$ cat src/rtl/core/gcm_pkg.sv
// Shared types and constants for the gradient color map pipeline.
package gcm_pkg;

    localparam int VALUE_W = 32;
    localparam int COLOR_W = 32;
    localparam int SLOT_W  = 4;
    localparam int CNT_W   = 5;
    localparam int CFG_W   = 2;

    localparam logic [COLOR_W-1:0] BLACK_ARGB = 32'hFF00_0000;

    // Configuration register indexes.
    localparam logic [CFG_W-1:0] CFG_MIN_VALUE    = 2'd0;
    localparam logic [CFG_W-1:0] CFG_MAX_VALUE    = 2'd1;
    localparam logic [CFG_W-1:0] CFG_COLOR_COUNT  = 2'd2;
    localparam logic [CFG_W-1:0] CFG_BLEND_ENABLE = 2'd3;

    // How a map word finds its color.
    typedef enum logic [1:0] {
        KIND_BLACK,
        KIND_FIRST,
        KIND_LAST,
        KIND_INTERP
    } kind_t;

    // Control and payload that travel with every word down the pipeline.
    typedef struct packed {
        logic               valid;
        logic               is_map;
        kind_t              kind;
        logic [CNT_W-1:0]   cnt_m1;
        logic [SLOT_W-1:0]  slot;
        logic [COLOR_W-1:0] color;
    } item_t;

endpackage

$ cat src/rtl/core/gcm_divider.sv
// Pipelined restoring divider: one quotient bit of the range fraction per stage.
module gcm_divider #(
    parameter int FRAC_W = 16
) (
    input  logic                          aclk,
    input  logic                          aresetn,
    input  logic                          adv,
    input  gcm_pkg::item_t                item_in,
    input  logic [gcm_pkg::VALUE_W-1:0]   diff_in,
    input  logic [gcm_pkg::VALUE_W-1:0]   span_in,
    output gcm_pkg::item_t                item_out,
    output logic [FRAC_W-1:0]             quot
);
    import gcm_pkg::*;

    item_t              side_reg [FRAC_W];
    logic [VALUE_W-1:0] rem_reg  [FRAC_W];
    logic [VALUE_W-1:0] span_reg [FRAC_W];
    logic [FRAC_W-1:0]  q_reg    [FRAC_W];

    for (genvar k = 0; k < FRAC_W; k++) begin : g_stage
        item_t              side_in;
        logic [VALUE_W-1:0] rem_in;
        logic [VALUE_W-1:0] span_st;
        logic [FRAC_W-1:0]  q_in;
        logic [VALUE_W:0]   rem2;
        logic [VALUE_W:0]   rem_sub;
        logic               ge;
        logic [VALUE_W-1:0] rem_next;
        logic [FRAC_W-1:0]  q_next;

        if (k == 0) begin : g_first
            assign side_in = item_in;
            assign rem_in  = diff_in;
            assign span_st = span_in;
            assign q_in    = '0;
        end else begin : g_next
            assign side_in = side_reg[k-1];
            assign rem_in  = rem_reg[k-1];
            assign span_st = span_reg[k-1];
            assign q_in    = q_reg[k-1];
        end

        // The remainder stays below the span, so the doubled value fits one extra bit.
        assign rem2     = {rem_in, 1'b0};
        assign rem_sub  = rem2 - {1'b0, span_st};
        assign ge       = rem2 >= {1'b0, span_st};
        assign rem_next = ge ? rem_sub[VALUE_W-1:0] : rem2[VALUE_W-1:0];
        assign q_next   = {q_in[FRAC_W-2:0], ge};

        always_ff @(posedge aclk) begin
            if (!aresetn) begin
                side_reg[k].valid <= 1'b0;
            end else if (adv) begin
                side_reg[k] <= side_in;
                rem_reg[k]  <= rem_next;
                span_reg[k] <= span_st;
                q_reg[k]    <= q_next;
            end
        end
    end

    assign item_out = side_reg[FRAC_W-1];
    assign quot     = q_reg[FRAC_W-1];

endmodule

$ cat config.mk
export PLATFORM = sky130hd
export DESIGN_NAME = gcm_divider
export DESIGN_NICKNAME = d
export VERILOG_FILES = /design/src/rtl/core/gcm_pkg.sv /design/src/rtl/core/gcm_divider.sv
export SDC_FILE = /design/constraint.sdc
export NUM_CORES = 2
export LEC_CHECK = 0
export BUFFER_PORTS_ARGS = -buffer_cell sky130_fd_sc_hd__buf_2
export CORE_ASPECT_RATIO = 1.5
export CORE_MARGIN = 2
export CORE_UTILIZATION = 52
export CTS_CLUSTER_DIAMETER = 40
export DETAILED_ROUTE_END_ITERATION = 6
export PLACE_DENSITY = 0.65
export SYNTH_ARGS = -nofsm -noshare
export SYNTH_HDL_FRONTEND = slang
export SYNTH_SLANG_ARGS = --single-unit
export TNS_END_PERCENT = 5
$ cat constraint.sdc
create_clock -name aclk -period 64.8 [get_ports aclk]
set_clock_uncertainty 0.2 [all_clocks]
set_input_delay 3.24 -clock aclk [delete_from_list [all_inputs] [get_ports aclk]]
set_output_delay 3.24 -clock aclk [all_outputs]
set_load 0.01 [all_outputs]
==> impl_metrics.yaml <==
status:
  outcome: "complete, no violations"
placement:
  io_buffer_count: 172
  dp_cells: 9019
  place_congestion: 0.947
  place_hpwl_um: 125000
power:
  clkPwrFrac: 0.373
  internal_power_mw: 2.22
  seqPwrFrac: 0.474
  switching_share: 0.258
  powerDensity_nw_per_um2: 31.0
  irDropWorstVdd_uv: 24.8
  p_sw_mw: 0.769
  power_frac_comb: 0.153
  p_leak_nw: 37.4
  total_power_mw: 2.98
logic_synthesis:
  yosysWarnings: 0
  synth_flop_cell: "edfxtp_1"
  synth_top_area_frac: 0.631
  synth-xor-area-share: 0.0402
  syn_area_um2: 86400
  yosys.area.top_type: "edfxtp_1"
  synthAdderAreaFrac: 0.0775
  synthMuxAreaShare: 0.0151
  yosys.area_share.simple: 0.0770
  synth_top_cells_by_area: "edfxtp_1 (63%), ha_1 (7.4%), o21ai_0 (2.8%), inv_1 (2.8%), a21oi_1 (2.6%)"
  synth_top_family_by_area: "compound AO/OA/AOI/OAI gates"
  synth-edff-count: 1815
  synth_top_cells_by_count: "edfxtp_1 (1815), inv_1 (638), nand2_1 (524)"
  synth.most_common_cell: "edfxtp_1"
  synthArstFlopShare: 0
  yosysSeqAreaShare: 0.631
  ys_ff_latch: 1816
  syn_nets: 7404
  synth_compound_area_frac: 0.123
  avgSynthCellArea_um2: 12.8
  synthDistinctLibCells: 90
  syn_inst: 6766
timing:
  finalSetupViolations: 0
  slew_headroom: 0.156
  fin_crit_sh: 0.109
  tns_ns: 0
  fmax_mhz: 142
  hold_viol: 0
  maxSlewViolCount: 0
  tightest_slew_ns: 1.26
  min_period_ns: 7.07
  rsz0062_at_grt: "false"
layout:
  fill_cells: 13300
  fin_util: 0.583
  multi_input_comb_area_um2: 28800
  layout.nets: 7632
  register_area_um2: 54500
  layout.cells.non_filler: 9378
  drive_gt1_frac: 0.0926
  largest_reg_flops: 720
  area_growth_pct: 11.5
global_route:
  grt_overflow_total: 0
  grt_usage: 0.200
  grt_pass1_wl_um: 266000
  grt_antenna_before_repair: 1
  grt_max_degree: 217
  grt_pass1_vias: 53000
drt:
  route.detailed.drc: 0
  wl_per_cell_um: 17.9
  wl_um: 168000
  drtPass1Iterations: 6
  viasPerCell: 5.46
  vias: 51200
  ant_nets: 0
  drtIter0Drc: 2418
clocking:
  clock_sinks: 1816
  clkTransAtPathRegs_ns: 0.06
  cts_tree: "done"
  clk_latency_ns: 0.82
  cts.path.max_buffers: 3
  cts_root_buf: "clkbuf_16"
  ctsResizeCount: 0
  cts_setup_buffers: 0
  ctsHtreeMaxLevel: 4
  cts_hold_buf: 0
  cts_made_buffers: 193
critical_path:
  worstPathRequired_ns: 65.03
  crit_top_cell: "buf_12"
  arrival_ns: 7.30
  slowest_delay_ns: 0.80
  crit_fanout: 216
  slowest_stage: "buf_4"
  critPathLaunchType: "primary input"
  cp_cell_sequence: "buf_2 -> and2_4 -> buf_12 -> buf_12 -> buf_4 -> buf_12"
  end_kind: "flip-flop"
  crit_type: "in -> reg"
  r2r_setup_slack_ns: 59.58
die:
  num_rows: 183
  die_area_um2: 170000
  start_util: 0.523
  fp.dieH_um: 503
  die_w_um: 337
  core_area_um2: 165000
  io_pins: 173
min_path:
  min_path_type: "reg -> reg"
job:
  cap_violations: 0
[placed cells by master, fill, tap and decap left out, drive strengths merged, types with 14 or more instances in the layout]
master	n
o21ai	506
nor2b	87
nor3	62
clkbuf	223
and2	25
xor2	169
o31ai	41
inv	668
mux2	104
o21bai	59
a31oi	47
a211oi	51
nor2	290
edfxtp	1815
a21oi	456
fa	15
o21a	74
nand2	524
o31a	17
a21o	257
or3	16
nand4	85
and3	62
xnor2	228
buf	207
a31o	16
a2111oi	14
nand2b	90
a21boi	14
bufinv	20
ha	511
nand3	96
nor4	15
clkinv	75
[metal layers]
| metal | part of all wire | wire (um) | up-vias | global-route usage |
|---|---|---|---|---|
| li1 | - | - | 25400 | - |
| met1 | 0.32 | 53600 | 24300 | 0.171 |
| met2 | 0.58 | 97900 | 960 | 0.413 |
| met3 | 0.026 | 4430 | 538 | 0.0256 |
| met4 | 0.072 | 12100 | 0 | 0.138 |
| met5 | 0 | 0 | - | 0 |
[power groups by stage]
stage               clock (mW)  sequential [mW]  combinational [mW]
floorplan                    0             1.52               0.344
global placement             0             1.44               0.447
detailed placement           0             1.44               0.455
CTS                       1.15             1.42               0.457
global route              1.19             1.42               0.508
finish                    1.11             1.41               0.456
[layout make-up]
class                      instances  area share
antenna                            1   0.0000260
tap                             2220      0.0288
clock buffer                     223      0.0520
timing repair buffer             207      0.0124
sequential                      1816       0.566
multi-input combinational       4137       0.299
inverter                         639      0.0249
clock inverter                   135      0.0166
[stage by stage]
step	area [um2]	hold slack, ns	setup WS [ns]
2_1_floorplan	86400	0.200	18.19
3_3_place_gp	89700	0.200	56.89
3_5_place_dp	89700	0.205	56.79
4_1_cts	96400	0.208	57.69
5_1_grt	96400	0.210	57.30
6_report	96400	0.208	57.73
[path summary, 6_finish.rpt]
check	from	endpoint	cells past startpoint
hold / removal	side_reg[0][42]$_DFFE_PP_	side_reg[0][87]$_DFFE_PP_	0
hold reg to reg	side_reg[0][42]$_DFFE_PP_	side_reg[0][87]$_DFFE_PP_	0
setup reg to reg	span_reg[0][33]$_DFFE_PP_	rem_reg[2][30]$_DFFE_PP_	14
setup / recovery	adv	side_reg[5][12]$_DFFE_PP_	6
[critical path, delay by kind of cell]
family	cells	cell delay [ns]
buffers and inverters	5	3.03
and+or+nand+nor	1	0.53
[logic make-up after synthesis]
group,count (synthesis)
multiplexers,117
buffers and inverters,813
AND/OR/NAND/NOR,1406
adder cells (fa/ha/maj),526
AO/OA/AOI/OAI,1691
flip-flops,1816
XOR/XNOR,397
Power figures use the tool's default switching activity.
