===== config.mk =====
export PLATFORM = sky130hd
export DESIGN_NAME = gcm_mix
export DESIGN_NICKNAME = d
export VERILOG_FILES = /design/src/rtl/core/gcm_pkg.sv /design/src/rtl/core/gcm_mix.sv
export SDC_FILE = /design/constraint.sdc
export NUM_CORES = 2
export LEC_CHECK = 0
export BUFFER_PORTS_ARGS = -buffer_cell sky130_fd_sc_hd__buf_4
export CAP_MARGIN = 20
export CORE_MARGIN = 2
export CORE_UTILIZATION = 67
export CTS_CLUSTER_DIAMETER = 80
export DETAILED_ROUTE_END_ITERATION = 10
export PLACE_DENSITY = 0.95
export SETUP_SLACK_MARGIN = 0.4
export SKIP_CTS_REPAIR_TIMING = 1
export SYNTH_ARGS = -nofsm -noshare
export SYNTH_HDL_FRONTEND = slang
export SYNTH_SLANG_ARGS = --single-unit

===== constraint.sdc =====
create_clock -name aclk -period 21.1 [get_ports aclk]
set_input_delay 3.165 -clock aclk [delete_from_list [all_inputs] [get_ports aclk]]
set_output_delay 3.165 -clock aclk [all_outputs]
set_load 0.05 [all_outputs]

===== src/rtl/core/gcm_pkg.sv =====
// Shared types and constants for the gradient color map pipeline.
package gcm_pkg;

    localparam int VALUE_W = 32;
    localparam int COLOR_W = 32;
    localparam int SLOT_W  = 4;
    localparam int CNT_W   = 5;
    localparam int CFG_W   = 2;

    localparam logic [COLOR_W-1:0] BLACK_ARGB = 32'hFF00_0000;

    // Configuration register indexes.
    localparam logic [CFG_W-1:0] CFG_MIN_VALUE    = 2'd0;
    localparam logic [CFG_W-1:0] CFG_MAX_VALUE    = 2'd1;
    localparam logic [CFG_W-1:0] CFG_COLOR_COUNT  = 2'd2;
    localparam logic [CFG_W-1:0] CFG_BLEND_ENABLE = 2'd3;

    // How a map word finds its color.
    typedef enum logic [1:0] {
        KIND_BLACK,
        KIND_FIRST,
        KIND_LAST,
        KIND_INTERP
    } kind_t;

    // Control and payload that travel with every word down the pipeline.
    typedef struct packed {
        logic               valid;
        logic               is_map;
        kind_t              kind;
        logic [CNT_W-1:0]   cnt_m1;
        logic [SLOT_W-1:0]  slot;
        logic [COLOR_W-1:0] color;
    } item_t;

endpackage


===== src/rtl/core/gcm_mix.sv =====
// Per-channel blend products, then rounding, clamping and the final color choice.
module gcm_mix #(
    parameter int FRAC_W = 16
) (
    input  logic                          aclk,
    input  logic                          aresetn,
    input  logic                          adv,
    input  logic                          blend_enable,
    input  gcm_pkg::item_t                item_in,
    input  logic [FRAC_W-1:0]             frac,
    input  logic                          take_upper,
    input  logic [gcm_pkg::COLOR_W-1:0]   color_lo,
    input  logic [gcm_pkg::COLOR_W-1:0]   color_hi,
    output gcm_pkg::item_t                item_out,
    output logic [gcm_pkg::COLOR_W-1:0]   color_out
);
    import gcm_pkg::*;

    localparam int LANES  = COLOR_W / 8;
    localparam int PROD_W = FRAC_W + 9;
    localparam int SUM_W  = PROD_W + 1;

    logic [FRAC_W:0]    one_minus;
    logic [PROD_W-1:0]  p_lo_reg [LANES];
    logic [PROD_W-1:0]  p_hi_reg [LANES];
    item_t              item_reg;
    logic               upper_reg;
    logic [COLOR_W-1:0] lo_reg;
    logic [COLOR_W-1:0] hi_reg;
    logic [COLOR_W-1:0] blended;

    assign one_minus = (FRAC_W+1)'(1 << FRAC_W) - {1'b0, frac};

    for (genvar k = 0; k < LANES; k++) begin : g_lane
        logic [PROD_W-1:0] p_lo_next;
        logic [PROD_W-1:0] p_hi_next;
        logic [SUM_W-1:0]  sum;
        logic [SUM_W-FRAC_W-1:0] chan;

        assign p_lo_next = PROD_W'(color_lo[8*k +: 8]) * PROD_W'(one_minus);
        assign p_hi_next = PROD_W'(color_hi[8*k +: 8]) * PROD_W'(frac);

        always_ff @(posedge aclk) begin
            if (adv) begin
                p_lo_reg[k] <= p_lo_next;
                p_hi_reg[k] <= p_hi_next;
            end
        end

        // Round half up, then saturate to one byte.
        assign sum  = SUM_W'(p_lo_reg[k]) + SUM_W'(p_hi_reg[k]) + SUM_W'(1 << (FRAC_W - 1));
        assign chan = sum[SUM_W-1:FRAC_W];
        assign blended[8*k +: 8] = (chan > (SUM_W-FRAC_W)'(255)) ? 8'hFF : chan[7:0];
    end

    always_ff @(posedge aclk) begin
        if (!aresetn) begin
            item_reg.valid <= 1'b0;
        end else if (adv) begin
            item_reg  <= item_in;
            upper_reg <= take_upper;
            lo_reg    <= color_lo;
            hi_reg    <= color_hi;
        end
    end

    always_comb begin
        if (item_reg.kind == KIND_BLACK) begin
            color_out = BLACK_ARGB;
        end else if (blend_enable && item_reg.kind == KIND_INTERP) begin
            color_out = blended;
        end else if (upper_reg) begin
            color_out = hi_reg;
        end else begin
            color_out = lo_reg;
        end
    end

    assign item_out = item_reg;

endmodule


==> key figures <==
Run status
  • Run status: complete, no violations

Detailed routing
  • Drt pass-1 iters: 7
  • Final WL: 124000 µm
  • 1st-iter DRT viols: 3165
  • WL/cell: 22.3 µm
  • Vias/cell: 6.28
  • DRC errors left: 0
  • Vias: 34800
  • Post-route ant nets: 0

Cells and area
  • Non-Filler Instances: roughly 5500
  • Footprint of the multi-input gates: 33600 µm²
  • Fin nets: 5999
  • Fillers: 4298
  • Max FFs per register: 100
  • Area Growth Syn to Fin: 7.48%
  • Reg area: 9180 µm²
  • Share of cells above drive strength 1: 6.79%

Timing
  • Slew @ Worst Pin: ~1100 ps
  • Setup tns final: 0 ps
  • RSZ-0062 raised after global routing: no
  • Crit path time final: 10200 ps
  • Fin. max-slew vios: 0
  • Achievable Freq: just under 0.1 GHz
  • Hold Fails Final Rpt: 0
  • Final setup vio count: 0
  • Slew HR: just under 30%
  • Hold Slack: 659 ps
  • Crit share post-route: approximately half
  • Layout Skew: 0 ps

Floorplan
  • Die area: 70700 µm²
  • Die width: 266 µm
  • Row count: 96
  • Core Footprint: 68200 µm²
  • Die height: approximately 270 µm
  • IO Count: 207
  • Starting Density: 67.3%

Clocking
  • Clock Pin Slew Worst Setup and Hold Paths: 60 ps
  • CTS H-Tree Depth: 2
  • Max Buffers Root-to-Sink: 3
  • TritonCTS Buffers: 35
  • Worst-Skew Late Latency: 570 ps
  • Clock sink count: 306
  • TritonCTS clock tree: done
  • Clock root buffer: clkbuf_16

Yosys
  • Warnings, synthesis: 0
  • Post-synth top cells: and2_1, fa_1, inv_1
  • Unique masters post-synth: 67
  • Net Count, Synth: 5927
  • Share of the synthesized area in the top cell type: 30.3%
  • Post-synth top area cell: fa_1
  • EDFF count, synth: around 310
  • Synth Area per Inst: 10.1 µm²
  • Number of synthesized register bits: just over 300
  • Syn Inst Count: 4560
  • Count leader, synth: and2_1
  • Synth Flop Type: edfxtp_1
  • Seq/Total Area, Yosys: 20.0%
  • FFs w/ async S/R, synth: 0%
  • Synthesized cell area: 45900 µm²
  • Area contributors post-synth: fa_1, edfxtp_1, ha_1

Pwr
  • Switching share of power: 47.6%
  • Register share of total power: 18.7%
  • Cell internal pwr: 3.31 mW
  • Pwr dens: 128 nW/µm²
  • Clk network pwr share: 10.5%
  • Switching power total: 3.00 mW
  • Leak: 23.6 nW
  • Maximum vdd drop: ~0.10 mV
  • Comb power frac: 70.8%

Worst setup path
  • CP max-delay cell: xnor2_4
  • Crit Path Class: input pin to flip-flop
  • Critical-path maximum fanout: 67
  • Bufs and invs on worst path: 4
  • Crit path launch type: input pin
  • Worst-path cell chain: buf_4 > inv_1 > ha_1 > nand2_1 > nor2_1 > xnor2_4 > and2_1 > fa_1 > fa_1 > fa_1 > inv_1 > fa_1 > inv_1 > ha_1 > a21o_1 > a21o_1 > a21o_1 > a21o_1 > a2111oi_0 > nor2_1 > a21oi_1 > o211ai_1
  • CP peak stage delay: 840 ps
  • Endpoint class of the critical path: flip-flop
  • Crit path DAT: ~11000 ps
  • CP top delay family: adder cells
  • CP required: 21400 ps

GRT
  • Vias in the first global route: 39000
  • Gr ovfl total: 0
  • Antenna violations before repair: 6
  • First-pass GRT wire length: 198000 µm
  • GRT Total Usage: between 30% and 40%
  • Most used routing layer: met2
  • GR met3 Demand/Resource: 7.13%
  • GR Util met1: 39.5%
  • Global-route met2 utilization: 61.9%
  • Pin count of the biggest net entering global routing: 72

Placed design
  • # placed instances: 5477
  • Placer Congestion: 0.955
  • Post-DP HPWL: 88500 µm
  • IO buf count: about 210

Hold path
  • Hold crit path type: flip-flop to flip-flop

Flow run
  • Max-cap violations: 0
[layout make-up]
cell class                      count  area share, %
Antenna cell                        4         0.0203
Clock buffer                       40           1.81
Clock inverter                     21          0.649
Inverter                          680           5.17
Multi-Input combinational cell   3382           68.1
Sequential cell                   306           18.6
Tap cell                          882           2.23
Timing Repair Buffer              227           3.46
[routing by layer]
| metal | vias up | share of wire [%] |
|---|---|---|
| li1 | 14800 | - |
| met1 | 17200 | 32 |
| met2 | 2063 | 49 |
| met3 | 724 | 9.5 |
| met4 | 6 | 8.9 |
| met5 | - | 0.032 |
[final timing paths]
path / startpoint / cells after the start / slack [ps] / endpoint
worst max-delay path: frac[0] / 22 / 10900 / p_lo_reg[2][22]
worst min-delay path: item_out[44] / 2 / 660 / item_out[44]
worst max register to register: item_out[44] / 2 / 20330 / item_out[44]
worst min register to register: item_out[44] / 2 / 660 / item_out[44]
[placed cells by master, fill, tap and decap left out, types with 16 or more instances in the layout]
| cell type | n |
|---|---|
| and2_1 | 698 |
| fa_1 | 696 |
| inv_1 | 680 |
| ha_1 | 541 |
| nand2_1 | 413 |
| edfxtp_1 | 305 |
| buf_4 | 226 |
| a21oi_1 | 143 |
| xnor2_1 | 123 |
| nor2_1 | 121 |
| o21ai_0 | 67 |
| a21o_1 | 64 |
| xor2_1 | 47 |
| nor3_1 | 40 |
| and3_1 | 40 |
| o21a_1 | 38 |
| mux2i_1 | 35 |
| clkbuf_16 | 35 |
| a211oi_1 | 34 |
| nand3_1 | 29 |
| nor2b_1 | 24 |
| nand2b_1 | 21 |
| a31oi_1 | 16 |
[logic make-up after synthesis]
kind of cell               share of synthesized area [%]
AOI/OAI and AO/OA                                   6.88
xor gates and xnor gates                            3.49
adders and majority gates                           45.1
buffers and inverters                               7.12
DFF                                                 20.0
muxes                                              0.763
and+or+nand+nor                                     16.7
[power by group through the flow]
stage               logic (mW)  clock network [mW]  registers [mW]
finish                    4.47               0.663            1.18
global route              4.94               0.685            1.18
detailed placement        4.27                   0            1.18
CTS                       4.40               0.662            1.17
floorplan                 3.25                   0            1.11
global placement          4.02                   0            1.18
[worst register-to-register path: cells and delay by family, from the launching register on]
family	cells	cell delay, ps
muxes	1	100
and+or+nand+nor	1	210
DFF	1	360
[metrics by stage]
| step | util [%] | instance area [µm²] | setup WS, ps | total power [mW] |
|---|---|---|---|---|
| final | 72.4 | 49400 | 10900 | 6.31 |
| after global placement | 70.6 | 48200 | 10660 | 5.19 |
| after floorplan | - | 45900 | 12270 | 4.36 |
| after global routing | 72.4 | 49400 | 10370 | 6.80 |
| after CTS | 72.4 | 49400 | 11010 | 6.23 |
| after detailed placement | 70.6 | 48200 | 10460 | 5.45 |
No activity file was read; power rests on OpenSTA's default activity.
