[config.mk]
export PLATFORM = sky130hd
export DESIGN_NAME = gcm_palette
export DESIGN_NICKNAME = d
export VERILOG_FILES = /design/src/rtl/core/gcm_pkg.sv /design/src/rtl/core/gcm_palette.sv
export SDC_FILE = /design/constraint.sdc
export NUM_CORES = 1
export LEC_CHECK = 0
export BUFFER_PORTS_ARGS = -buffer_cell sky130_fd_sc_hd__buf_4
export CORE_MARGIN = 2
export CORE_UTILIZATION = 45
export DETAILED_ROUTE_END_ITERATION = 10
export GPL_TIMING_DRIVEN = 0
export PLACE_DENSITY_LB_ADDON = 0.15
export SYNTH_ARGS = -nofsm -noshare
export SYNTH_HDL_FRONTEND = slang
export SYNTH_SLANG_ARGS = --single-unit
[constraint.sdc]
create_clock -name aclk -period 5.2 [get_ports aclk]
set_input_delay 0.26 -clock aclk [delete_from_list [all_inputs] [get_ports aclk]]
set_output_delay 0.26 -clock aclk [all_outputs]
set_load 0.01 [all_outputs]
[src/rtl/core/gcm_pkg.sv]
// Shared types and constants for the gradient color map pipeline.
package gcm_pkg;

    localparam int VALUE_W = 32;
    localparam int COLOR_W = 32;
    localparam int SLOT_W  = 4;
    localparam int CNT_W   = 5;
    localparam int CFG_W   = 2;

    localparam logic [COLOR_W-1:0] BLACK_ARGB = 32'hFF00_0000;

    // Configuration register indexes.
    localparam logic [CFG_W-1:0] CFG_MIN_VALUE    = 2'd0;
    localparam logic [CFG_W-1:0] CFG_MAX_VALUE    = 2'd1;
    localparam logic [CFG_W-1:0] CFG_COLOR_COUNT  = 2'd2;
    localparam logic [CFG_W-1:0] CFG_BLEND_ENABLE = 2'd3;

    // How a map word finds its color.
    typedef enum logic [1:0] {
        KIND_BLACK,
        KIND_FIRST,
        KIND_LAST,
        KIND_INTERP
    } kind_t;

    // Control and payload that travel with every word down the pipeline.
    typedef struct packed {
        logic               valid;
        logic               is_map;
        kind_t              kind;
        logic [CNT_W-1:0]   cnt_m1;
        logic [SLOT_W-1:0]  slot;
        logic [COLOR_W-1:0] color;
    } item_t;

endpackage

[src/rtl/core/gcm_palette.sv]
// Palette index and fraction from the range fraction, and the palette memory itself.
module gcm_palette #(
    parameter int PALETTE_DEPTH = 16,
    parameter int FRAC_W        = 16
) (
    input  logic                          aclk,
    input  logic                          aresetn,
    input  logic                          adv,
    input  gcm_pkg::item_t                item_in,
    input  logic [FRAC_W-1:0]             t_in,
    output gcm_pkg::item_t                item_out,
    output logic [FRAC_W-1:0]             frac,
    output logic                          take_upper,
    output logic [gcm_pkg::COLOR_W-1:0]   color_lo,
    output logic [gcm_pkg::COLOR_W-1:0]   color_hi
);
    import gcm_pkg::*;

    localparam int IDX_W = $clog2(PALETTE_DEPTH);
    localparam int POS_W = FRAC_W + CNT_W;

    logic [COLOR_W-1:0] mem [PALETTE_DEPTH];

    // Position stage.
    logic [POS_W-1:0]  pos;
    logic [CNT_W-1:0]  pos_idx;
    logic [CNT_W-1:0]  idx_next;
    logic [FRAC_W-1:0] frac_next;
    item_t             p1_item_reg;
    logic [CNT_W-1:0]  p1_idx_reg;
    logic [FRAC_W-1:0] p1_frac_reg;

    // Read stage.
    logic [8:0]         addr_lo_w;
    logic [8:0]         addr_hi_w;
    logic [IDX_W-1:0]   addr_lo;
    logic [IDX_W-1:0]   addr_hi;
    logic [8:0]         wr_slot_w;
    logic               wr_en;
    item_t              p2_item_reg;
    logic [FRAC_W-1:0]  p2_frac_reg;
    logic               p2_upper_reg;
    logic [COLOR_W-1:0] rd_lo_reg;
    logic [COLOR_W-1:0] rd_hi_reg;

    assign pos     = POS_W'(t_in) * POS_W'(item_in.cnt_m1);
    assign pos_idx = pos[POS_W-1:FRAC_W];

    always_comb begin
        idx_next  = '0;
        frac_next = '0;
        case (item_in.kind)
            KIND_INTERP: begin
                idx_next  = (pos_idx > item_in.cnt_m1 - CNT_W'(1)) ?
                            item_in.cnt_m1 - CNT_W'(1) : pos_idx;
                frac_next = pos[FRAC_W-1:0];
            end
            KIND_LAST: begin
                idx_next = item_in.cnt_m1;
            end
            default: begin
                idx_next = '0;
            end
        endcase
    end

    always_ff @(posedge aclk) begin
        if (!aresetn) begin
            p1_item_reg.valid <= 1'b0;
        end else if (adv) begin
            p1_item_reg <= item_in;
            p1_idx_reg  <= idx_next;
            p1_frac_reg <= frac_next;
        end
    end

    // Outside interpolation both ports read the same entry, so no unused slot is touched.
    assign addr_lo_w = 9'(p1_idx_reg);
    assign addr_hi_w = (p1_item_reg.kind == KIND_INTERP) ? 9'(p1_idx_reg) + 9'd1 :
                                                           9'(p1_idx_reg);
    assign addr_lo   = addr_lo_w[IDX_W-1:0];
    assign addr_hi   = addr_hi_w[IDX_W-1:0];

    // Loads write here, at the same stage where maps read, to keep stream order.
    assign wr_slot_w = 9'(p1_item_reg.slot);
    assign wr_en     = adv && p1_item_reg.valid && !p1_item_reg.is_map &&
                       (wr_slot_w < 9'(PALETTE_DEPTH));

    always_ff @(posedge aclk) begin
        if (wr_en) begin
            mem[wr_slot_w[IDX_W-1:0]] <= p1_item_reg.color;
        end
        if (adv) begin
            rd_lo_reg <= mem[addr_lo];
            rd_hi_reg <= mem[addr_hi];
        end
    end

    always_ff @(posedge aclk) begin
        if (!aresetn) begin
            p2_item_reg.valid <= 1'b0;
        end else if (adv) begin
            p2_item_reg  <= p1_item_reg;
            p2_frac_reg  <= p1_frac_reg;
            p2_upper_reg <= (p1_item_reg.kind == KIND_INTERP) && p1_frac_reg[FRAC_W-1];
        end
    end

    assign item_out   = p2_item_reg;
    assign frac       = p2_frac_reg;
    assign take_upper = p2_upper_reg;
    assign color_lo   = rd_lo_reg;
    assign color_hi   = rd_hi_reg;

endmodule

==> out/qor.yml <==
run_status:
  outcome: "finished, final reports clean"
drt:
  wl_um: 86500
  drtAntennaViolNets: 0
  dr_wl_met2_um: 44000
  wl_met1_um: 33600
  drtIter0Drc: 1870
  drc: 0
  vias: 18300
  routedWlPerCell_um: 27.9
  first_pass_iters: 8
  wl_met3_um: 6270
  viasPerCell: 5.92
  highest_layer: "met5"
clock_network:
  htree_levels: 3
  cts_made_buffers: 78
  clkSinkCount: 703
  cts_tree: "yes"
  clockBufferDepth: 3
  clkSlewWorstSetupHoldPaths_ns: 0.05
  clock_latency_ns: 0.62
  clockRootBuffer: "clkbuf_16"
synthesis:
  synth_flop_cell: "edfxtp_1"
  postSynthAreaPerCell_um2: 18.3
  synth_seq_area_share: 0.658
  async_flop_share: 0
  ys_seq_elements: 703
  ys_warn_count: 0
  synth_edf_count: 701
  syn_area_um2: 32100
  yosys.cell_types.count: 50
  syn_nets: 1895
  syn_inst: 1753
pwr:
  powerDensity_nw_per_um2: 388
  peakVddDrop_mv: 0.365
  cellLeakagePower_nw: 13.3
  power_mw: 14.9
finish:
  multi_input_area_um2: 10600
  final_cell_mix: "edfxtp_1, mux4_2, buf_4"
  layout.nets: 2242
  design_area_um2: 38400
  fillers: 5492
  seq_area_um2: 21100
  post-route-util: 0.546
  fin_cells: 3097
  final_common_cell: "edfxtp_1"
  diodes: 0
  layout-drive-gt1-share: 0.301
  largest_register_ffs: 512
  syn_to_final_growth_pct: 19.6
place:
  io_buffers: 189
  gp_congestion: 0.795
  dp_cells: 2912
  dpl.hpwl_um: 57600
  pre_cts_ws_ns: -0.791
  placed_area_um2: 35300
worst_setup_path:
  crit_type: "input pin to register"
  crit_buf_inv: 3
  critPathLaunchType: "input pin"
  crit_family: "adder cells"
  cp_slowest_cell: "fa_1"
  path_max_fanout: 5
  arrival_ns: 5.39
  worstSetupStartpoint: "t_in[0]"
  timing.rr.start: "p1_idx_reg[1]$_DFFE_PP_"
  cp.required_ns: 5.56
  ff2ff_path_depth: 6
  end_kind: "register"
  critPathMaxStageDelay_ns: 0.54
  reg2reg_slack_ns: 1.23
  crit_chain: "dlygate4sd3_1 > buf_4 > nand2_1 > fa_1 > fa_2 > fa_1 > inv_1 > ha_4 > nor2b_1 > a311o_1 > a221o_1 > a31oi_4 > xnor2_2 > ha_1 > and3_1 > a31oi_4 > o31ai_4 > nand2_1 > nor2_1 > o31a_1"
  path_depth: 20
sta:
  fin_skew_ns: 0.0196
  rsz0062_at_grt: "yes"
  max_slew.worst_pin.slew_ns: 1.23
  fmax_mhz: 199
  drv_slew: 0
  post-route-min-period_ns: 5.03
  hold_viol_final: 0
  slew_headroom: 0.180
  fin_crit_sh: 0.967
  finalSetupViolations: 0
  fin_ws_ns: 0.170
global_routing:
  grt_antenna_before_repair: 1
  grt_pass1_wl_um: 127000
  grt_start_max_net_pins: 69
  track_usage: 0.238
  grt_pass1_vias: 19200
  overflow: 0
worst_hold_path:
  hp-start: "item_in[39]"
  hold_path_class: "input pin to register"
  holdPathStages: 3
job:
  maxCapViolations: 0
floorplanning:
  dieArea_um2: 73400
  core_um2: 70300
  ios: 190
  dieWidth_um: 271
  die_h_um: 271
  start_util: 0.456
  rows: 97
-- Yosys cell counts (36+ instances only) --
cell type | count | area share
mux4_2 | 224 | 0.16
ha_1 | 36 | 0.014
and2_1 | 60 | 0.012
o21ai_0 | 69 | 0.011
clkbuf_1 | 55 | 0.0064
fa_1 | 42 | 0.026
nor2_1 | 40 | 0.0047
a21oi_1 | 48 | 0.0075
edfxtp_1 | 701 | 0.66
nand2_1 | 90 | 0.011
inv_1 | 50 | 0.0059
mux2i_1 | 107 | 0.033
-- metal layers --
metal,global-route usage,vias up
li1,-,7836
met1,0.304,9596
met2,0.410,736
met3,0.0476,161
met4,0.0710,2
met5,0,-
-- path summary, 6_finish.rpt --
path                                                end
worst max-delay path            p1_idx_reg[0]$_DFFE_PP_
worst min-delay path            p1_idx_reg[3]$_DFFE_PP_
worst max register to register   color_hi[21]$_DFFE_PP_
worst min register to register   item_out[39]$_DFFE_PP_
-- cell families after synthesis --
group,count (synthesis),share of synthesized area
flops,703,0.658
fa+ha+maj,78,0.0403
compound gates,212,0.0424
simple gates,237,0.0353
buf+inv,150,0.0205
xor+xnor,19,0.00519
mux,354,0.199
-- stage by stage --
step,hold WS [ns],TNS [ns]
after floorplan,0.359,0
after global placement,0.407,-544.72
after detailed placement,0.406,-3.00
after CTS,0.0810,0
after global routing,0.111,-0.0761
final,0.117,0
-- report_power, final --
group          internal (mW)  switching, mW
registers               6.47          0.127
logic                   1.28           1.60
clock network           3.21           2.20
-- worst register-to-register path, delay by kind of cell, from the launching register on --
family	cells	cell delay [ns]
buffers and inverters	2	1.59
muxes	3	1.18
DFF	1	0.56
adders and majority gates	1	0.36
-- layout make-up --
| cell class | count | share of cell area |
|---|---|---|
| flip-flops and latches | 703 | 0.550 |
| clock inverters | 44 | 0.0113 |
| well taps | 940 | 0.0307 |
| clock buffers | 93 | 0.0529 |
| multi-input cells | 901 | 0.276 |
| plain buffers | 97 | 0.0123 |
| inverters | 50 | 0.00489 |
| repair buffers | 269 | 0.0621 |
-- repair_timing --
item | CTS | global route
pin swaps | 1 | 17
gates resized for setup | 7 | 20
hold buffers | 47 | 0
setup buffers | 0 | 3
setup endpoints to repair | 4 | 4
cloned | 0 | 1
endpoints found under the hold margin | 47 | 0
Power figures use the tool's default switching activity.
