**config.mk**
```make
export PLATFORM = sky130hd
export DESIGN_NAME = gcm_classify
export DESIGN_NICKNAME = d
export VERILOG_FILES = /design/src/rtl/core/gcm_pkg.sv /design/src/rtl/core/gcm_classify.sv
export SDC_FILE = /design/constraint.sdc
export NUM_CORES = 1
export LEC_CHECK = 0
export ABC_AREA = 1
export BUFFER_PORTS_ARGS = -buffer_cell sky130_fd_sc_hd__buf_4
export CORE_ASPECT_RATIO = 1.1
export CORE_MARGIN = 3
export CORE_UTILIZATION = 57
export CTS_CLUSTER_SIZE = 30
export DETAILED_ROUTE_END_ITERATION = 8
export PLACE_DENSITY = 0.95
export SLEW_MARGIN = 25
export SYNTH_ARGS = -nofsm -noshare
export SYNTH_HDL_FRONTEND = slang
export SYNTH_SLANG_ARGS = --single-unit
export TNS_END_PERCENT = 1
```
**constraint.sdc**
```tcl
create_clock -name aclk -period 6.86 [get_ports aclk]
set_input_delay 1.372 -clock aclk [delete_from_list [all_inputs] [get_ports aclk]]
set_output_delay 1.372 -clock aclk [all_outputs]
set_load 0.01 [all_outputs]
```
**src/rtl/core/gcm_pkg.sv**
```systemverilog
// Shared types and constants for the gradient color map pipeline.
package gcm_pkg;

    localparam int VALUE_W = 32;
    localparam int COLOR_W = 32;
    localparam int SLOT_W  = 4;
    localparam int CNT_W   = 5;
    localparam int CFG_W   = 2;

    localparam logic [COLOR_W-1:0] BLACK_ARGB = 32'hFF00_0000;

    // Configuration register indexes.
    localparam logic [CFG_W-1:0] CFG_MIN_VALUE    = 2'd0;
    localparam logic [CFG_W-1:0] CFG_MAX_VALUE    = 2'd1;
    localparam logic [CFG_W-1:0] CFG_COLOR_COUNT  = 2'd2;
    localparam logic [CFG_W-1:0] CFG_BLEND_ENABLE = 2'd3;

    // How a map word finds its color.
    typedef enum logic [1:0] {
        KIND_BLACK,
        KIND_FIRST,
        KIND_LAST,
        KIND_INTERP
    } kind_t;

    // Control and payload that travel with every word down the pipeline.
    typedef struct packed {
        logic               valid;
        logic               is_map;
        kind_t              kind;
        logic [CNT_W-1:0]   cnt_m1;
        logic [SLOT_W-1:0]  slot;
        logic [COLOR_W-1:0] color;
    } item_t;

endpackage

```
**src/rtl/core/gcm_classify.sv**
```systemverilog
// Entry stage: range checks, special cases and the dividend and divisor of the position.
module gcm_classify #(
    parameter int PALETTE_DEPTH = 16
) (
    input  logic                          aclk,
    input  logic                          aresetn,
    input  logic                          adv,
    input  logic                          in_valid,
    input  logic                          in_action,
    input  logic [gcm_pkg::SLOT_W-1:0]    in_slot,
    input  logic [gcm_pkg::COLOR_W-1:0]   in_color,
    input  logic [gcm_pkg::VALUE_W-1:0]   in_sample,
    input  logic [gcm_pkg::VALUE_W-1:0]   min_value,
    input  logic [gcm_pkg::VALUE_W-1:0]   max_value,
    input  logic [gcm_pkg::CNT_W-1:0]     color_count,
    output gcm_pkg::item_t                item,
    output logic [gcm_pkg::VALUE_W-1:0]   diff,
    output logic [gcm_pkg::VALUE_W-1:0]   span
);
    import gcm_pkg::*;

    logic signed [VALUE_W:0] sample_ext;
    logic signed [VALUE_W:0] lo_ext;
    logic signed [VALUE_W:0] hi_ext;
    logic signed [VALUE_W:0] diff_full;
    logic signed [VALUE_W:0] span_full;
    logic [CNT_W-1:0]        cnt;
    logic                    below;
    logic                    above;
    kind_t                   kind;
    item_t                   item_next;
    item_t                   item_reg;
    logic [VALUE_W-1:0]      diff_reg;
    logic [VALUE_W-1:0]      span_reg;

    assign sample_ext = signed'({in_sample[VALUE_W-1], in_sample});
    assign lo_ext     = signed'({min_value[VALUE_W-1], min_value});
    assign hi_ext     = signed'({max_value[VALUE_W-1], max_value});
    assign diff_full  = sample_ext - lo_ext;
    assign span_full  = hi_ext - lo_ext;
    assign below      = sample_ext <= lo_ext;
    assign above      = sample_ext >= hi_ext;

    // A count beyond the palette depth saturates.
    assign cnt = (9'(color_count) > 9'(PALETTE_DEPTH)) ? CNT_W'(PALETTE_DEPTH) : color_count;

    always_comb begin
        if (color_count == '0) begin
            kind = KIND_BLACK;
        end else if (cnt == CNT_W'(1) || below) begin
            kind = KIND_FIRST;
        end else if (above) begin
            kind = KIND_LAST;
        end else begin
            kind = KIND_INTERP;
        end
    end

    always_comb begin
        item_next        = '0;
        item_next.valid  = in_valid;
        item_next.is_map = in_action;
        item_next.kind   = kind;
        item_next.cnt_m1 = cnt - CNT_W'(1);
        item_next.slot   = in_slot;
        item_next.color  = in_color;
    end

    always_ff @(posedge aclk) begin
        if (!aresetn) begin
            item_reg.valid <= 1'b0;
        end else if (adv) begin
            item_reg <= item_next;
            diff_reg <= diff_full[VALUE_W-1:0];
            span_reg <= span_full[VALUE_W-1:0];
        end
    end

    assign item = item_reg;
    assign diff = diff_reg;
    assign span = span_reg;

endmodule

```
==> flow_summary_export.csv, run 1 <==
group,metric,value,unit
timing,timing.final.setup_violations,0,
die,fp.dieH,132,um
clocking,tritoncts_clock_tree,"yes",
timing,setup_total_negative_slack,0,ns
power,sequentialPowerShare,0.403,
power,peakVddDrop,0.000115,V
finish,largest_register_ff_count,45,
worst_setup_path,cpPeakStageDelay,0.42,ns
power,total_power,2.08,mW
synth,netlist-cell-type-count,44,
timing,tightestPinTransition,0.727,ns
timing,finalHoldViolations,0,
timing,rsz_0062_raised_after_global_routing,"no",
detailed_routing,avgRoutedWirePerCell,18.1,um
timing,period_share,0.451,
worst_setup_path,timing_worst_setup_path_type,"input pin to flip-flop",
synth,adder_and_majority_gate_portion_of_the_synthesized_area,0.152,
finish,most_common_library_cell_in_the_layout_ignoring_fill_and_taps,"sky130_fd_sc_hd__buf_4",
die,die_w,121,um
worst_setup_path,timing.rr.start,"item[44]$_SDFFE_PN0P_",
clocking,htree_num_levels,3,
flow_run,cap_viol_max_count,0,
timing,final.min_clock_period,3.10,ns
synth,synth.yosys.seq_area_share,0.396,
clocking,cts-hold-fix-buffers,0,
clocking,clk_root_buffer_cell,"sky130_fd_sc_hd__clkbuf_16",
timing,max_slew_margin,0.515,
die,floorplan.initialDensity,0.591,
detailed_routing,drt_first_iter_violations,614,
synth,synth_seq_cells,109,
die,die_area,16000,sq um
detailed_routing,firstDrtPassIters,5,
detailed_routing,final_antenna_net_count,0,
clocking,cts_num_sinks,109,
clocking,clock_transition_at_the_registers_of_the_reported_paths,0.08,ns
worst_setup_path,startpoint,"in_sample[0]",
finish,layout_cell_share_with_drive_strength_beyond_1,0.249,
worst_setup_path,cp_max_fo,3,
placed_design,placement.io_buffers,250,
placed_design,detailed_place.area,10400,sq um
timing,maxClockFrequency,0.323,GHz
power,power_density,195,nW/um^2
finish,final_cell_area,10700,sq um
global_route,groute.usage.overall,0.322,
power,switching_power,0.686,mW
finish,num-nets-final,1478,
synth,synthSimpleGateAreaFrac,0.199,
clocking,cts_made_buffers,9,
power,total_leakage_power,5.23,nW
global_route,globalRoute.totalOverflow,0,
die,rows,45,
die,i_o_pin_total,251,
run_status,outcome,"complete, no violations",
worst_setup_path,cpLargestDelayFamily,"simple AND/OR/NAND/NOR gates",
finish,areaGrowthSynthToFinish,29.8,%
worst_setup_path,buffering_stage_count_on_the_worst_path_with_inverters_included,3,
power,combinationalPowerShare,0.319,
synth,yosysWarnings,0,
worst_setup_path,required,6.98,ns
global_route,grt_antenna_before_repair,0,
synth,synth_compound_gate_area_share,0.132,
power,cellInternalPower,1.40,mW
worst_setup_path,startpoint_type,"input pin",
finish,num_antenna_cells,0,
clocking,worst_skew_pair.late_latency,0.37,ns
detailed_routing,drcViolationCount,0,
synth,syn-num-nets,1216,
global_route,grt_pass1_wl,40.0,mm
clocking,cts-root-to-sink-buffers,2,
timing,fin_skew,0,ns
worst_setup_path,ff2ff_path_depth,2,
worst_setup_path,critical-path-top-cell-by-count,"sky130_fd_sc_hd__nand2_1",
placed_design,detailed_place_hpwl,21.1,mm
worst_setup_path,worst_path_max_delay_cell,"sky130_fd_sc_hd__fa_1",
clocking,cts_resized,0,
clocking,post_cts_buffers,0,
placed_design,gp_weighted_congestion,0.978,
power,swShare,0.329,
synth,synthMuxAreaShare,0,
synth,post_synth_instance_area,8250,sq um
hold_path,timing.hold.worst.start,"item[44]$_SDFFE_PN0P_",
worst_setup_path,critical_path_cell_count,15,
worst_setup_path,worst_ep_arrival_time,3.21,ns
detailed_routing,route.vias.total,7964,
worst_setup_path,crit_path_end_kind,"flip-flop",
global_route,pin_count_of_the_biggest_net_entering_global_routing,63,
hold_path,worst_hold_path.num_cells,2,
synth,synth_xor_xnor_area_share,0.0499,
synth,post_synth.cell_area_avg,8.46,sq um
die,fp.coreArea,14000,sq um
power,clock_power_share,0.278,
detailed_routing,detail_route.vias_per_cell,5.57,
timing,finalMaxSlewViolations,0,
global_route,vias_in_the_first_global_route,7911,
worst_setup_path,cp_cell_sequence,"buf_4 > inv_1 > ha_1 > fa_1 > inv_1 > nand2_1 > nand2_1 > and2_4 > a21oi_4 > o21ai_2 > nand2_1 > nand2_1 > nand2_1 > nand3_1 > nand2_1",
synth,synth_top_family_by_area,"simple AND/OR/NAND/NOR gates",
finish,most-common-layout-cells,"sky130_fd_sc_hd__buf_4, sky130_fd_sc_hd__nand2_1, sky130_fd_sc_hd__inv_1, sky130_fd_sc_hd__edfxtp_1, sky130_fd_sc_hd__ha_1",
detailed_routing,totalWireLength,25.8,mm
hold_path,hold_crit_path_type,"flip-flop to flip-flop",
synth,synthCells,975,
==> cell families after synthesis <==
family                   count (synthesis)
adder cells (fa/ha/maj)                 99
flip-flops                             109
buffers and inverters                  157
XOR/XNOR                                47
AND/OR/NAND/NOR                        386
AO/OA/AOI/OAI                          177
==> synthesized netlist by cell type (all sizes together) <==
library cell  number  area, sq um
o211ai             3         22.5
nor3              19          100
o21ai             42          252
nand3             36          185
nor2              78          320
fa                 2         40.0
o211a              2         20.0
inv              157          589
xor2              33          289
a31oi              4         25.0
a211oi             2         15.0
o21a               9         67.6
xnor2             14          123
or2                1         6.26
edfxtp           108         3240
o21bai             9         78.8
a21o               7         53.8
ha                97         1210
a21boi             6         56.3
and2               1         8.76
dfxtp              1         20.0
a21oi             90          473
nand3b             5         37.5
and3               1         6.26
nand2            238          926
nand4              5         31.3
o2111ai            3         26.3
nor3b              2         20.0
==> per-layer routing <==
metal  up-vias  wire length, um  GRT usage
li1       3805                -          -
met1      3660             9520      0.369
met2       419            13200      0.579
met3        80             2010     0.0481
met4         0             1160      0.160
met5         -                0          0
==> layout make-up <==
cell class / instances / area, sq um
repair buffers: 251 / 1880
flip-flops and latches: 109 / 3260
well taps: 188 / 235
clock inverters: 7 / 109
fillers: 1036 / 3260
clock buffers: 9 / 225
multi-input cells: 709 / 4400
inverters: 157 / 592
==> stage by stage <==
stage          hold WS [ns]  setup slack, ns  utilization  instances
2_1_floorplan         0.555             2.91            -        975
5_1_grt               0.619             3.67        0.767       1430
3_3_place_gp          0.528             3.49        0.743       1414
4_1_cts               0.570             3.76        0.767       1430
3_5_place_dp          0.541             3.38        0.743       1414
6_report              0.567             3.76        0.767       1430
==> power groups by stage <==
stage	clock, mW	combinational, mW	sequential [mW]
6_report	0.578	0.665	0.839
5_1_grt	0.615	0.728	0.845
4_1_cts	0.583	0.659	0.840
3_5_place_dp	0	0.652	0.853
3_3_place_gp	0	0.635	0.851
2_1_floorplan	0	0.348	0.884
==> tightest hold or removal path: stages (launching register included) <==
cell	delay, ns
sky130_fd_sc_hd__dfxtp_1	0.31
sky130_fd_sc_hd__o21ai_0	0.16
sky130_fd_sc_hd__a21oi_1	0.05
==> final timing paths <==
kind / to / slack (ns)
max: diff[26]$_DFFE_PP_ / 3.76
min: item[44]$_SDFFE_PN0P_ / 0.57
max reg2reg: item[44]$_SDFFE_PN0P_ / 6.21
min reg2reg: item[44]$_SDFFE_PN0P_ / 0.57
No activity file was read; power rests on OpenSTA's default activity.
==> inputs of run 2 (changes only) <==
Settings changed: ABC_AREA 1 to 0, CORE_UTILIZATION 57 to 47, PLACE_DENSITY 0.95 to 0.89.
Clock period 6.86 ns to 2.55 ns, I/O delays scaled along.
==> run 2 against run 1 <==
  * The flow now finishes with violations (negative setup slack)
  * Highest routed layer unchanged
  * Combinational power rose to 3.1 times the previous value
  * Sequential share of layout area decreased by 2.1 points
  * Critical path type unchanged
  * Largest power group unchanged
  * Design area rose by 7.3%
  * Die area is 9.4% higher
==> flow_summary_export.csv, run 2 <==
group,metric,value,unit
run_status,outcome,"finished, violations left",
run_status,failed_checks,"negative setup slack",
hold_path,hold_crit_path_type,"input pin to flip-flop",
global_route,grt_antenna_before_repair,0,
finish,layout_cell_share_with_drive_strength_beyond_1,0.436,
die,floorplan.initialDensity,0.489,
timing,final_critical_path_setup_slack,-0.184,ns
clocking,cts-root-to-sink-buffers,2,
finish,num_antenna_cells,0,
synth,post_synth_instance_area,7480,sq um
global_route,vias_in_the_first_global_route,7348,
clocking,cts_num_sinks,109,
flow_run,cap_viol_max_count,0,
die,fp.coreArea,15300,sq um
detailed_routing,totalWireLength,23.6,mm
finish,utilization,0.751,
worst_setup_path,startpoint,"min_value[17]",
hold_path,worst_hold_path.num_cells,1,
clocking,cts_made_buffers,9,
synth,yosysMostFrequentCell,"sky130_fd_sc_hd__edfxtp_1",
finish,most_common_library_cell_in_the_layout_ignoring_fill_and_taps,"sky130_fd_sc_hd__buf_4",
global_route,pin_count_of_the_biggest_net_entering_global_routing,43,
timing,timing.final.setup_violations,16,
timing,maxClockFrequency,0.366,GHz
die,i_o_pin_total,251,
synth,post_synth.cell_area_avg,10.5,sq um
synth,synthCells,712,
detailed_routing,detail_route.vias_per_cell,5.42,
detailed_routing,firstDrtPassIters,5,
synth,syn-num-nets,953,
hold_path,holdPathEnd,"item[13]$_DFFE_PP_",
timing,finalMaxSlewViolations,0,
finish,areaGrowthSynthToFinish,53.7,%
timing,max_slew_margin,0.722,
synth,top_cell_type_by_total_area_after_synthesis,"sky130_fd_sc_hd__edfxtp_1",
clocking,worst_skew_pair.late_latency,0.35,ns
hold_path,timing.hold.worst.start,"in_color[13]",
placed_design,detailed_place_hpwl,18.8,mm
worst_setup_path,timing.reg2reg.setup_slack,1.96,ns
placed_design,placement.io_buffers,250,
detailed_routing,route.vias.total,7238,
power,power_density,496,nW/um^2
synth,synth_commonest_cells,"sky130_fd_sc_hd__edfxtp_1, sky130_fd_sc_hd__ha_1, sky130_fd_sc_hd__inv_1",
synth,ys.flop_type,"sky130_fd_sc_hd__edfxtp_1",
power,total_leakage_power,5.48,nW
power,peakVddDrop,0.000310,V
synth,netlist-cell-type-count,56,
worst_setup_path,crit_path_end_kind,"flip-flop",
detailed_routing,drt_first_iter_violations,502,
finish,most-common-layout-cells,"sky130_fd_sc_hd__buf_4, sky130_fd_sc_hd__edfxtp_1, sky130_fd_sc_hd__ha_1, sky130_fd_sc_hd__inv_1, sky130_fd_sc_hd__a21oi_1",
finish,num-nets-final,1375,
worst_setup_path,timing_worst_setup_path_type,"input pin to flip-flop",
worst_setup_path,timing.rr.start,"item[44]$_SDFFE_PN0P_",
placed_design,gp_weighted_congestion,0.906,
global_route,globalRoute.totalOverflow,0,
synth,synth.area.top_cells,"sky130_fd_sc_hd__edfxtp_1, sky130_fd_sc_hd__ha_1, sky130_fd_sc_hd__xnor2_1",
synth,async_flop_share,0,
placed_design,detailed_place.area,10800,sq um
timing,tightestPinTransition,0.417,ns
worst_setup_path,cp_max_fo,4,
synth,synth_seq_cells,109,
timing,worst_hold_margin,0.330,ns
worst_setup_path,required,2.66,ns
worst_setup_path,startpoint_type,"input pin",
die,die_w,126,um
timing,period_share,1.07,
synth,synth_edf_count,108,
timing,rsz_0062_raised_after_global_routing,"yes",
global_route,groute.usage.overall,0.256,
worst_setup_path,ff2ff_path_depth,2,
timing,final.min_clock_period,2.73,ns
die,rows,47,
clocking,tritoncts_clock_tree,"yes",
clocking,clock_transition_at_the_registers_of_the_reported_paths,0.08,ns
timing,finalHoldViolations,0,
detailed_routing,final_antenna_net_count,0,
clocking,htree_num_levels,3,
timing,setup_total_negative_slack,-1.31,ns
synth,synth.yosys.seq_area_share,0.436,
worst_setup_path,worst_ep_arrival_time,2.84,ns
synth,yosysWarnings,0,
global_route,grt_pass1_wl,36.0,mm
die,fp.dieH,138,um
detailed_routing,avgRoutedWirePerCell,17.7,um
worst_setup_path,worstReg2RegEnd,"item[44]$_SDFFE_PN0P_",
finish,final_cell_area,11500,sq um
die,die_area,17500,sq um
power,total_power,5.70,mW
clocking,clk_root_buffer_cell,"sky130_fd_sc_hd__clkbuf_16",
timing,fin_skew,0,ns
finish,largest_register_ff_count,45,
synth,yosysTopAreaCellShare,0.434,
detailed_routing,drcViolationCount,0,
## run 2: cell families (layout without fill, tap and decap cells)
kind of cell             after synthesis  after routing  share of synthesized area
flip-flops                           109            109                      0.436
buffers and inverters                 87            514                     0.0437
XOR/XNOR                              55             55                     0.0644
adder cells (fa/ha/maj)               99             99                      0.168
AND/OR/NAND/NOR                      151            151                     0.0989
AO/OA/AOI/OAI                        209            209                      0.186
multiplexers                           2              2                    0.00285
## run 2: worst max path at each step
stage / endpoint / slack, ns / depth (start not counted)
after CTS: diff[26]$_DFFE_PP_ / -0.19 / 12
after global placement: diff[26]$_DFFE_PP_ / -0.62 / 12
final: diff[31]$_DFFE_PP_ / -0.18 / 13
after global routing: span[30]$_DFFE_PP_ / -0.24 / 14
after floorplan: diff[26]$_DFFE_PP_ / -0.48 / 11
after detailed placement: diff[26]$_DFFE_PP_ / -0.68 / 12
## run 2: power breakdown
part	internal [mW]	total, mW	switching (mW)
sequential	2.20	2.25	0.0491
clock	0.713	1.42	0.705
combinational	1.06	2.03	0.973
total	3.97	5.70	1.73
## run 2: cell type report
class                   instances  area, sq um
fillers                      1020         3800
clock inverters                 6         53.8
repair buffers                414         3150
clock buffers                  10          239
flip-flops and latches        109         3260
multi-input cells             516         4220
well taps                     196          245
inverters                      84          323
## run 2: routing by layer
metal,share of wire,GRT usage,wire length [um]
met5,0,0,0
met4,0.046,0.120,1080
met3,0.057,0.0370,1360
met2,0.50,0.442,11700
met1,0.40,0.315,9460
## run 2: metrics by stage
stage | instances | worst slack, ns
CTS | 1331 | -0.190
global placement | 1313 | -0.617
global route | 1335 | -0.243
floorplan | 712 | -0.479
detailed placement | 1313 | -0.679
finish | 1335 | -0.184
## run 2: repair_timing
item                                    4_1_cts  5_1_grt
setup buffers                                 2        4
gates resized for setup                      28       52
hold buffers                                  0        0
endpoints found under the setup margin       25       29
endpoints found under the hold margin         0        0
pin swaps                                    14       32
## run 2: worst max-delay path: stages
cell	delay (ns)
sky130_fd_sc_hd__buf_4	0.08
sky130_fd_sc_hd__inv_1	0.06
sky130_fd_sc_hd__buf_4	0.13
sky130_fd_sc_hd__ha_1	0.30
sky130_fd_sc_hd__nor3_2	0.16
sky130_fd_sc_hd__nor2_1	0.09
sky130_fd_sc_hd__a21o_1	0.20
sky130_fd_sc_hd__o311a_4	0.40
sky130_fd_sc_hd__o31ai_4	0.34
sky130_fd_sc_hd__o211ai_1	0.16
sky130_fd_sc_hd__a21o_1	0.19
sky130_fd_sc_hd__a21oi_2	0.14
sky130_fd_sc_hd__xnor2_1	0.07
